===== config.mk =====
export PLATFORM = sky130hd
export DESIGN_NAME = identifier_table
export DESIGN_NICKNAME = d
export VERILOG_FILES = /design/src/rtl/idt_pkg.sv /design/src/rtl/idt_ctrl.sv /design/src/rtl/idt_datapath.sv /design/src/rtl/identifier_table.sv
export SDC_FILE = /design/constraint.sdc
export NUM_CORES = 2
export LEC_CHECK = 0
export ABC_CLOCK_PERIOD_IN_PS = 6700
export BUFFER_PORTS_ARGS = -buffer_cell sky130_fd_sc_hd__buf_4
export CORE_ASPECT_RATIO = 2
export CORE_MARGIN = 5
export CORE_UTILIZATION = 45
export DETAILED_ROUTE_END_ITERATION = 12
export GPL_ROUTABILITY_DRIVEN = 0
export PLACE_DENSITY_LB_ADDON = 0.3
export SLEW_MARGIN = 25
export SYNTH_ARGS = -nofsm -noshare
export SYNTH_HDL_FRONTEND = slang
export SYNTH_SLANG_ARGS = --single-unit

===== constraint.sdc =====
create_clock -name clk -period 6.7 [get_ports clk]
set_input_delay 1.005 -clock clk [delete_from_list [all_inputs] [get_ports clk]]
set_output_delay 1.005 -clock clk [all_outputs]
set_load 0.1 [all_outputs]

===== src/rtl/idt_pkg.sv =====
package idt_pkg;

  localparam int DEPTH_DEFAULT = 64;

  localparam int ACTION_W = 2;
  localparam int NAME_W   = 16;
  localparam int TYPE_W   = 8;
  localparam int SLOT_W   = 6;
  localparam int STATUS_W = 3;
  localparam int HELD_W   = 7;
  localparam int ENTRY_W  = NAME_W + TYPE_W;

  localparam logic [TYPE_W-1:0] TYPE_CLASS_MASK = 8'hF0;

  localparam logic [ACTION_W-1:0] ACT_CLEAR  = 2'd0;
  localparam logic [ACTION_W-1:0] ACT_ENTER  = 2'd1;
  localparam logic [ACTION_W-1:0] ACT_LOCATE = 2'd2;
  localparam logic [ACTION_W-1:0] ACT_REMOVE = 2'd3;

  localparam logic [STATUS_W-1:0] ST_OK    = 3'd0;
  localparam logic [STATUS_W-1:0] ST_FULL  = 3'd1;
  localparam logic [STATUS_W-1:0] ST_DUPL  = 3'd2;
  localparam logic [STATUS_W-1:0] ST_NOTF  = 3'd3;
  localparam logic [STATUS_W-1:0] ST_BADIX = 3'd4;

  typedef struct packed {
    logic                load;
    logic                start;
    logic                step;
    logic                clear;
    logic                append;
    logic                dec;
    logic                hit;
    logic                set_status;
    logic [STATUS_W-1:0] status;
    logic                res_load;
  } cmd_t;

  typedef struct packed {
    logic [ACTION_W-1:0] act;
    logic                cnt_zero;
    logic                full;
    logic                bad_idx;
    logic                match;
    logic                scan_end;
  } sts_t;

endpackage


===== src/rtl/idt_ctrl.sv =====
module idt_ctrl
  import idt_pkg::*;
(
  input  logic clk,
  input  logic rst,
  input  logic item_valid,
  output logic item_ready,
  output logic result_valid,
  input  logic result_ready,
  input  sts_t sts,
  output cmd_t cmd
);

  localparam logic [2:0] S_IDLE   = 3'd0;
  localparam logic [2:0] S_DECIDE = 3'd1;
  localparam logic [2:0] S_SCAN   = 3'd2;
  localparam logic [2:0] S_SHIFT  = 3'd3;
  localparam logic [2:0] S_DONE   = 3'd4;

  logic [2:0] state;
  logic [2:0] state_next;
  logic       out_vld;
  logic       out_vld_next;

  assign item_ready   = (state == S_IDLE);
  assign result_valid = out_vld;

  always_comb begin
    cmd        = '0;
    state_next = state;
    unique case (state)
      S_IDLE: begin
        if (item_valid) begin
          cmd.load   = 1'b1;
          state_next = S_DECIDE;
        end
      end
      S_DECIDE: begin
        unique case (sts.act)
          ACT_CLEAR: begin
            cmd.clear      = 1'b1;
            cmd.set_status = 1'b1;
            cmd.status     = ST_OK;
            state_next     = S_DONE;
          end
          ACT_ENTER: begin
            if (sts.full) begin
              cmd.set_status = 1'b1;
              cmd.status     = ST_FULL;
              state_next     = S_DONE;
            end else begin
              cmd.start  = 1'b1;
              state_next = S_SCAN;
            end
          end
          ACT_LOCATE: begin
            cmd.start  = 1'b1;
            state_next = S_SCAN;
          end
          ACT_REMOVE: begin
            if (sts.cnt_zero) begin
              cmd.set_status = 1'b1;
              cmd.status     = ST_OK;
              state_next     = S_DONE;
            end else if (sts.bad_idx) begin
              cmd.set_status = 1'b1;
              cmd.status     = ST_BADIX;
              state_next     = S_DONE;
            end else begin
              cmd.start  = 1'b1;
              state_next = S_SHIFT;
            end
          end
          default: state_next = S_IDLE;
        endcase
      end
      S_SCAN: begin
        if (sts.match) begin
          cmd.set_status = 1'b1;
          if (sts.act == ACT_ENTER) begin
            cmd.status = ST_DUPL;
          end else begin
            cmd.status = ST_OK;
            cmd.hit    = 1'b1;
          end
          state_next = S_DONE;
        end else if (sts.scan_end) begin
          cmd.set_status = 1'b1;
          if (sts.act == ACT_ENTER) begin
            cmd.status = ST_OK;
            cmd.append = 1'b1;
          end else begin
            cmd.status = ST_NOTF;
          end
          state_next = S_DONE;
        end else begin
          cmd.step = 1'b1;
        end
      end
      S_SHIFT: begin
        if (sts.scan_end) begin
          cmd.dec        = 1'b1;
          cmd.set_status = 1'b1;
          cmd.status     = ST_OK;
          state_next     = S_DONE;
        end else begin
          cmd.step = 1'b1;
        end
      end
      S_DONE: begin
        if (!out_vld || result_ready) begin
          cmd.res_load = 1'b1;
          state_next   = S_IDLE;
        end
      end
      default: state_next = S_IDLE;
    endcase
  end

  always_comb begin
    out_vld_next = out_vld;
    if (cmd.res_load) begin
      out_vld_next = 1'b1;
    end else if (result_ready) begin
      out_vld_next = 1'b0;
    end
  end

  always_ff @(posedge clk) begin
    if (rst) begin
      state   <= S_IDLE;
      out_vld <= 1'b0;
    end else begin
      state   <= state_next;
      out_vld <= out_vld_next;
    end
  end

endmodule


===== src/rtl/idt_datapath.sv =====
module idt_datapath
  import idt_pkg::*;
#(
  parameter int DEPTH = DEPTH_DEFAULT
) (
  input  logic                clk,
  input  logic                rst,
  input  logic [ACTION_W-1:0] action,
  input  logic [NAME_W-1:0]   entry_name,
  input  logic [TYPE_W-1:0]   entry_type,
  input  logic [SLOT_W-1:0]   slot_index,
  output logic [STATUS_W-1:0] status,
  output logic [SLOT_W-1:0]   found_slot,
  output logic [HELD_W-1:0]   entries_held,
  input  cmd_t                cmd,
  output sts_t                sts
);

  localparam int CNT_W = $clog2(DEPTH + 1);
  localparam int IDX_W = $clog2(DEPTH);
  localparam int CMP_W = (CNT_W > SLOT_W) ? CNT_W : SLOT_W;

  logic [ENTRY_W-1:0]  mem [DEPTH];
  logic [ENTRY_W-1:0]  rdata;
  logic [ACTION_W-1:0] act;
  logic [ENTRY_W-1:0]  want;
  logic [SLOT_W-1:0]   slot;
  logic [CNT_W-1:0]    cnt;
  logic [CNT_W-1:0]    idx;
  logic                pend;
  logic [IDX_W-1:0]    pidx;
  logic [IDX_W-1:0]    found;
  logic [STATUS_W-1:0] st;
  logic [STATUS_W-1:0] res_status;
  logic [SLOT_W-1:0]   res_found;
  logic [HELD_W-1:0]   res_held;

  logic                rd_en;
  logic                wr_en;
  logic [IDX_W-1:0]    wr_addr;
  logic [ENTRY_W-1:0]  wr_data;
  logic                name_eq;
  logic                class_eq;

  assign rd_en = cmd.step && (idx < cnt);

  always_comb begin
    wr_en   = 1'b0;
    wr_addr = cnt[IDX_W-1:0];
    wr_data = want;
    if (cmd.append) begin
      wr_en = 1'b1;
    end else if (cmd.step && pend && (act == ACT_REMOVE)) begin
      wr_en   = 1'b1;
      wr_addr = pidx - IDX_W'(1);
      wr_data = rdata;
    end
  end

  assign name_eq  = (rdata[ENTRY_W-1:TYPE_W] == want[ENTRY_W-1:TYPE_W]);
  assign class_eq = ((rdata[TYPE_W-1:0] & TYPE_CLASS_MASK) ==
                     (want[TYPE_W-1:0] & TYPE_CLASS_MASK));

  always_comb begin
    sts.act      = act;
    sts.cnt_zero = (cnt == '0);
    sts.full     = (cnt >= CNT_W'(DEPTH));
    sts.bad_idx  = (CMP_W'(slot) >= CMP_W'(cnt));
    sts.scan_end = (idx == cnt) && !pend;
    sts.match    = pend && name_eq &&
                   ((act == ACT_ENTER) ? (rdata[TYPE_W-1:0] == want[TYPE_W-1:0])
                                       : class_eq);
  end

  always_ff @(posedge clk) begin
    if (rd_en) begin
      rdata <= mem[idx[IDX_W-1:0]];
    end
    if (wr_en) begin
      mem[wr_addr] <= wr_data;
    end
  end

  always_ff @(posedge clk) begin
    if (cmd.load) begin
      act   <= action;
      want  <= {entry_name, entry_type};
      slot  <= slot_index;
      found <= '0;
    end else if (cmd.append) begin
      found <= cnt[IDX_W-1:0];
    end else if (cmd.hit) begin
      found <= pidx;
    end
    if (rd_en) begin
      pidx <= idx[IDX_W-1:0];
    end
    if (cmd.set_status) begin
      st <= cmd.status;
    end
    if (cmd.res_load) begin
      res_status <= st;
      res_found  <= SLOT_W'(found);
      res_held   <= HELD_W'(cnt);
    end
  end

  always_ff @(posedge clk) begin
    if (rst) begin
      cnt  <= '0;
      idx  <= '0;
      pend <= 1'b0;
    end else begin
      if (cmd.clear) begin
        cnt <= '0;
      end else if (cmd.append) begin
        cnt <= cnt + CNT_W'(1);
      end else if (cmd.dec) begin
        cnt <= cnt - CNT_W'(1);
      end
      if (cmd.start) begin
        idx  <= (act == ACT_REMOVE) ? CNT_W'(slot) + CNT_W'(1) : '0;
        pend <= 1'b0;
      end else if (cmd.step) begin
        pend <= rd_en;
        if (rd_en) begin
          idx <= idx + CNT_W'(1);
        end
      end
    end
  end

  assign status       = res_status;
  assign found_slot   = res_found;
  assign entries_held = res_held;

endmodule


===== src/rtl/identifier_table.sv =====
// Identifier table: holds up to DEPTH entries, each a 16-bit name with an
// 8-bit type, packed into slots 0 to entries_held-1 of a single-port-read
// memory.
// The item channel (item_valid/item_ready) carries one action per
// transaction; the result channel (result_valid/result_ready) returns exactly
// one result transaction for it: status, found_slot and entries_held.
// One transaction is processed at a time. Clear and the early exits (full,
// remove from an empty table, bad index) go from the decide state straight
// to the result. Enter and locate read one stored entry per cycle, and
// remove shifts one entry per cycle, from slot_index + 1 up to the last
// entry held. The memory read port sets this pace.
// The result is held in an output register; while the receiver stalls, the
// block finishes the current transaction and then waits, and item_ready
// stays low until the result has been loaded.
// Reset empties the table at once; the memory itself is not cleared, and
// no entry is read before it has been written.
module identifier_table
  import idt_pkg::*;
#(
  parameter int DEPTH = DEPTH_DEFAULT
) (
  input  logic                clk,
  input  logic                rst,
  input  logic                item_valid,
  output logic                item_ready,
  input  logic [ACTION_W-1:0] action,
  input  logic [NAME_W-1:0]   entry_name,
  input  logic [TYPE_W-1:0]   entry_type,
  input  logic [SLOT_W-1:0]   slot_index,
  output logic                result_valid,
  input  logic                result_ready,
  output logic [STATUS_W-1:0] status,
  output logic [SLOT_W-1:0]   found_slot,
  output logic [HELD_W-1:0]   entries_held
);

  cmd_t cmd;
  sts_t sts;

  idt_ctrl u_ctrl (
    .clk          (clk),
    .rst          (rst),
    .item_valid   (item_valid),
    .item_ready   (item_ready),
    .result_valid (result_valid),
    .result_ready (result_ready),
    .sts          (sts),
    .cmd          (cmd)
  );

  idt_datapath #(
    .DEPTH (DEPTH)
  ) u_datapath (
    .clk          (clk),
    .rst          (rst),
    .action       (action),
    .entry_name   (entry_name),
    .entry_type   (entry_type),
    .slot_index   (slot_index),
    .status       (status),
    .found_slot   (found_slot),
    .entries_held (entries_held),
    .cmd          (cmd),
    .sts          (sts)
  );

endmodule

* Word-level counts from Yosys, hierarchy flattened
Memories as Yosys holds them, arrays and structs flattened. A register that Yosys moved wholly into a read port is not among the register bits. Index checks and enable logic that the tools add are counted.
Operators by class: add/sub/neg operators 5, magnitude comparators 3, muxes and demuxes 61, equal/unequal tests 13, reductions and logical operators 21
Operators by type and width (number):
- 24-bit 2-to-1 mux | 2
- 7-bit 2-to-1 mux | 6
- 1-bit 2-to-1 mux | 28
- 4-bit 2-to-1 mux | 6
- 6-bit 2-to-1 mux | 4
- 4-bit one-hot mux with 3 select lines | 2
- 3-bit 2-to-1 mux | 7
- 16-bit == test | 1
- 3-bit one-hot mux with 5 select lines | 1
- 7-bit by 1-bit adder with 7-bit output (second input constant) | 2
- 3-bit one-hot mux with 4 select lines | 1
- 2-bit nonzero test | 5
- 8-bit == test | 1
- 6-bit by 1-bit adder with 7-bit output (second input constant) | 1
- 7-bit == test | 1
- 6-bit by 7-bit greater-or-equal comparator with 1-bit output | 1
- 7-bit greater-or-equal comparator (second input constant) | 1
- 7-bit zero test | 1
- 7-bit less-than comparator | 1
- 7-bit by 1-bit subtractor with 7-bit output (second input constant) | 1
- 3-bit by 2-bit == test with 1-bit output (second input constant) | 2
- 1-bit logical AND | 6
- 6-bit by 1-bit subtractor with 6-bit output (second input constant) | 1
- 2-bit == test (second input constant) | 2
- other kinds (15) | 19
Storage, ports and cells: output and inout bits 18, word-level logic and storage cells 118, bits of input ports 36, bits in writable memories 1536, flip-flop bits (word level) 82, memories kept 1
Memory list:
- u_datapath.mem | words 64, bits a word 24, rd ports 1, clocked after Yosys merged registers in 1, wr ports 1, line idt_datapath.sv:23 | logic [ENTRY_W-1:0] mem [DEPTH];

* Depth between registers and ports, before layout
depth after elaboration 11, mapped depth 17, gate-level depth less buffers 14

* Cells and area by module
From an unflattened synthesis, not the netlist that was laid out.
Second synthesis, totals: cells, all modules 2949, area total of the unflattened synthesis 63733.6 um^2
By module, submodules not included:
- idt_datapath | seq. area each 48977.0 um^2, instances 1, area an instance 63342.0 um^2, cells an instance 2894
- idt_ctrl | seq. area each 80.1 um^2, instances 1, area an instance 391.6 um^2, cells an instance 55

* Worst setup path before layout
Ideal clock, no wire load.
kind register -> register, from register u_datapath.idx[0], to register u_datapath.idx[5], setup time 0.123 ns, data arrival time 4.676 ns, slack 1.901 ns, required time 6.577 ns, buffers on the path 3, stages on the path, launching flop included 12, period minus slack after synthesis 4.799 ns, cell sequence dfxtp_1 clkbuf_1 clkbuf_1 clkbuf_1 inv_1 ha_1 nand4_1 or4_1 nand3_1 nor3_1 and4_1 nor3_1
On the way: longest elaborated chain between the ends 8, elaborated cells between the ends (all ways) 14, those cells by class add/sub (1); order compare (1); eq/ne (1); mux (6); reduce/logical (5)
RTL lines:
- start, declared | line idt_datapath.sv:29 | logic [CNT_W-1:0] idx;
- start signal, assigned | line idt_datapath.sv:122 | idx <= (act == ACT_REMOVE) ? CNT_W'(slot) + CNT_W'(1) : '0;
- start signal, assigned | line idt_datapath.sv:127 | idx <= idx + CNT_W'(1);
- 7-bit == test | line idt_datapath.sv:69 | sts.scan_end = (idx == cnt) && !pend;
- 1-bit logical AND | line idt_datapath.sv:69
- 1-bit 2-to-1 mux | line idt_ctrl.sv:87, idt_ctrl.sv:101
- 1-bit 2-to-1 mux | line idt_ctrl.sv:78 | if (sts.match) begin
- 1-bit one-hot mux with 2 select lines | line idt_ctrl.sv:31 | unique case (state)
- 1-bit logical AND * | line idt_datapath.sv:45 | assign rd_en = cmd.step && (idx < cnt);
- via u_datapath.rd_en | line idt_datapath.sv:38 | logic rd_en;
- 2-bit nonzero test (no line) *
- 2-bit AND reduction (no line) *
The timed path passes the listed nets; every way through them passes the cells marked *. The select of a mux whose other input is x is not followed. A chain may end at the register's enable or synchronous reset.

* Worst setup path after layout
from register u_datapath.cnt[1], to memory u_datapath.mem[12][9] (netlist name), enable pin
On the way: longest elaborated chain between the ends 11, elaborated cells between the ends (all ways) 16, those cells by class eq/ne (1); mux (12); reduce/logical (3)
RTL lines:
- start, declared | line idt_datapath.sv:28 | logic [CNT_W-1:0] cnt;
- start signal, assigned | line idt_datapath.sv:117 | cnt <= cnt + CNT_W'(1);
- start signal, assigned | line idt_datapath.sv:119 | cnt <= cnt - CNT_W'(1);
- 7-bit == test | line idt_datapath.sv:69
- 1-bit logical AND | line idt_datapath.sv:69
- 1-bit 2-to-1 mux | line idt_ctrl.sv:87, idt_ctrl.sv:101
- 1-bit 2-to-1 mux | line idt_ctrl.sv:78
- 1-bit one-hot mux with 2 select lines | line idt_ctrl.sv:31
- 1-bit logical AND (2 in series) | line idt_datapath.sv:53 | end else if (cmd.step && pend && (act == ACT_REMOVE)) begin
- 1-bit 2-to-1 mux | line idt_datapath.sv:53
- 1-bit 2-to-1 mux | line idt_datapath.sv:51 | if (cmd.append) begin
- 1-bit 2-to-1 mux | line idt_datapath.sv:79 | if (wr_en) begin
- 1-bit 2-to-1 mux (not written as such) | line idt_datapath.sv:80 | mem[wr_addr] <= wr_data;
- end, declared | line idt_datapath.sv:23
Parallel ways exist; a longest one is shown, timed or not.

==> impl_results.md <==
- Status: finished clean
- Asr flop ratio synth: 0%
- Register area: 49070 um2
- Worst-path fanout max: 14
- Vias: ~30000
- Fin crit share: 73.01%
- Final Max Slew Viols: 0
- Simple-Gate Fraction of Synth Area: 1.478%
- Routed len/inst: 34.33 um
- Post-CTS Setup Inserts: 0
- DRT Wirelength: around 170000 um
- Worst Skew: 60.47 ps
- Most frequent cells in the layout: edfxtp_1, mux4_2, clkbuf_16, buf_4, nor2_2
- First-pass GRT wire length: 234600 um
- Longest Clk Path Bufs: 4
- Post-synth EDFFs: 1617
- 1st-iter DRT viols: 3379
- Mux cell area share after synthesis: 18.57%
- Place WS: 1886 ps
- Fraction of layout cells with a size suffix above 1: 31.86%
- RSZ-0062 raised after global routing: no
- Hold depth: 1
- CTS tree: built
- DRC Markers: 0
- Synth Area in Compound Gates: 0.9043%
- Syn nets: 2753
- Die Y-Extent: roughly 540 um
- Post-layout util: 50.62%
- Largest family of logic cells by synthesized area: multiplexers
- Smallest setup slack after layout: approximately 1800 ps
- Area after DPL: 66960 um2
- Avg Inst Size Synth: 23.62 um2
- PortBufs: 53
- Min Tclk post-route: just under 5000 ps
- Worst Path Arrival: 5350 ps
- Slowest-stage cell, CP: nor2_2
- Largest net degree at the start of global routing: 135
- CP most frequent cell: inv_1
- Final Cell Area: slightly above 70000 um2
- Max-cap viol count: 0
- Synth Area in XOR/XNOR: 0.5642%
- Vias in the first global route: 30956
- CP Launch Type: register
- Total grt overflow: 0
- CORE AREA: 140800 um2
- DP HPWL: about 100000 um
- Critical path's largest stage delay: 820 ps
- Slew margin rel.: 27.68%
- Number of buffers created by CTS: about 140
- Post-cts hold buffer count: 0
- Post-CTS sizing: 0
- Pwr per Cell Area: 286.6 nW/um2
- Die area: 149500 um2
- Fillcell total: about 11000
- Htree depth: 4
- Prevailing post-synth register cell: edfxtp_1
- Synth Register Bits: 1642
- Root Buffer: clkbuf_16
- Final hold vios: 0
- Vias per std cell: 6.165
- Worst-margin pin slew: ~1100 ps
- Final net count: 2921
- Area of the multi-input gates: about 14000 um2
- VDD IR max: 0.1806 mV
- Pleak: 0.02149 uW
- Synth Cell Area: around 64000 um2
- Total iterations of the first detailed-routing run: 6
- Setup CP Type: reg2reg
- Synth unique cells: 53
- Synthesis Warnings: 0
- Commonest non-fill, non-tap cell in the layout: edfxtp_1
- Clock-pin slew on the worst setup and hold paths: 70 ps
- Post-synthesis adder-cell area fraction: 0.4443%
- Cell Chain, Critical Path: inv_1, ha_1, nand4_1, nor4_1, and3_1, inv_1, nor2_1, nand2_1, o31a_1, nor2_2, buf_4
- Remaining antenna violation count after routing: 0
- Num rows: between 150 and 200
- Gate Count Post-Synth: ~2700
- Num Clock Sinks: ~1600
- Peak Freq: 204.4 MHz
- Starting Density: 45.21%
- Clock Latency Late Sink: 800 ps
- Seq/Total Area, Yosys: 77.08%
- Die width: between 200 and 300 um
- I/O Pins: 54
- Total negative slack: 0 ps
- Worst hold path type: in2reg
- R2R depth: 11
- Initial antenna violation count: 10
- Synthesis-to-layout area growth: 11.96%
- Nature of the critical path endpoint: register
- Setup Viol. Count Final: 0
- CP required: approximately 7200 ps
- Total GRT Usage: 22.21%
-- worst paths after layout --
path                                         from  slack (ps)                     to
worst max register to register  u_datapath.cnt[1]        1810  u_datapath.mem[12][9]
worst min register to register   u_datapath.st[0]         430   u_datapath.status[0]
worst min-delay path                slot_index[3]         420     u_datapath.slot[3]
worst max-delay path            u_datapath.cnt[1]        1810  u_datapath.mem[12][9]
-- registers in the layout, indices dropped and copies added (netlist names) --
register	flops
u_ctrl.result_valid	1
u_ctrl.state	3
u_datapath.act	2
u_datapath.cnt	7
u_datapath.entries_held	7
u_datapath.found	6
u_datapath.found_slot	6
u_datapath.idx	7
u_datapath.mem	1536
u_datapath.pend	1
u_datapath.pidx	6
u_datapath.rdata	24
u_datapath.slot	6
u_datapath.st	3
u_datapath.status	3
u_datapath.want	24
-- cell families after synthesis --
logic type,count (synthesis)
simple gates,205
buf+inv,149
flops,1642
xor+xnor,41
mux,547
compound gates,89
fa+ha+maj,22
-- synth_stat cells, types with 17 or more instances --
library cell  number  area share (%)
a21oi_1           29            0.23
buf_1             41            0.24
clkbuf_1          62            0.37
dfxtp_1           25            0.79
edfxtp_1        1617              76
ha_1              21            0.41
inv_1             20            0.12
mux2_2            28            0.50
mux4_2           504              18
nand2_1           33            0.19
nor2_1            95            0.56
o21ai_0           17            0.13
xor2_1            26            0.36
-- power breakdown --
group	internal, uW	switching [uW]	leakage, uW
registers	11400	40.0	0.0148
clock network	4230	3530	0.00205
logic	469	769	0.00467
-- per-stage QoR --
| step | power (uW) | hold slack [ps] | std cells |
|---|---|---|---|
| global route | 21000 | 398.0 | 4822 |
| global placement | 12860 | 407.2 | 4586 |
| CTS | 20560 | 373.4 | 4818 |
| finish | 20420 | 424.3 | 4823 |
| floorplan | 12390 | 400.3 | 2695 |
| detailed placement | 12890 | 418.2 | 4587 |
-- worst max-delay path: cells and delay by family, from the launching register on --
| kind | cells | cell delay (ps) |
|---|---|---|
| flops | 1 | 660 |
| compound gates | 1 | 250 |
| simple gates | 6 | 2460 |
| fa+ha+maj | 1 | 360 |
| buf+inv | 3 | 810 |
-- final cells by class --
cell class	instances	area share [%]
Tap cell	1871	3.285
Sequential cell	1642	68.86
Multi-Input combinational cell	904	20.02
Inverter	21	0.1176
Timing Repair Buffer	152	1.819
Clock inverter	57	0.6338
Antenna cell	2	0.007023
Clock buffer	174	5.259
-- per-layer routing --
layer	up-vias	track usage, %	wire, um	part of all wire (%)
met4	0	12.14	11000	6.6
met5	-	0	0	0
met1	16148	26.15	55540	34
met2	1363	39.45	88870	54
li1	11841	-	-	-
met3	381	2.754	10140	6.1
(Power assumes the default switching activity.)
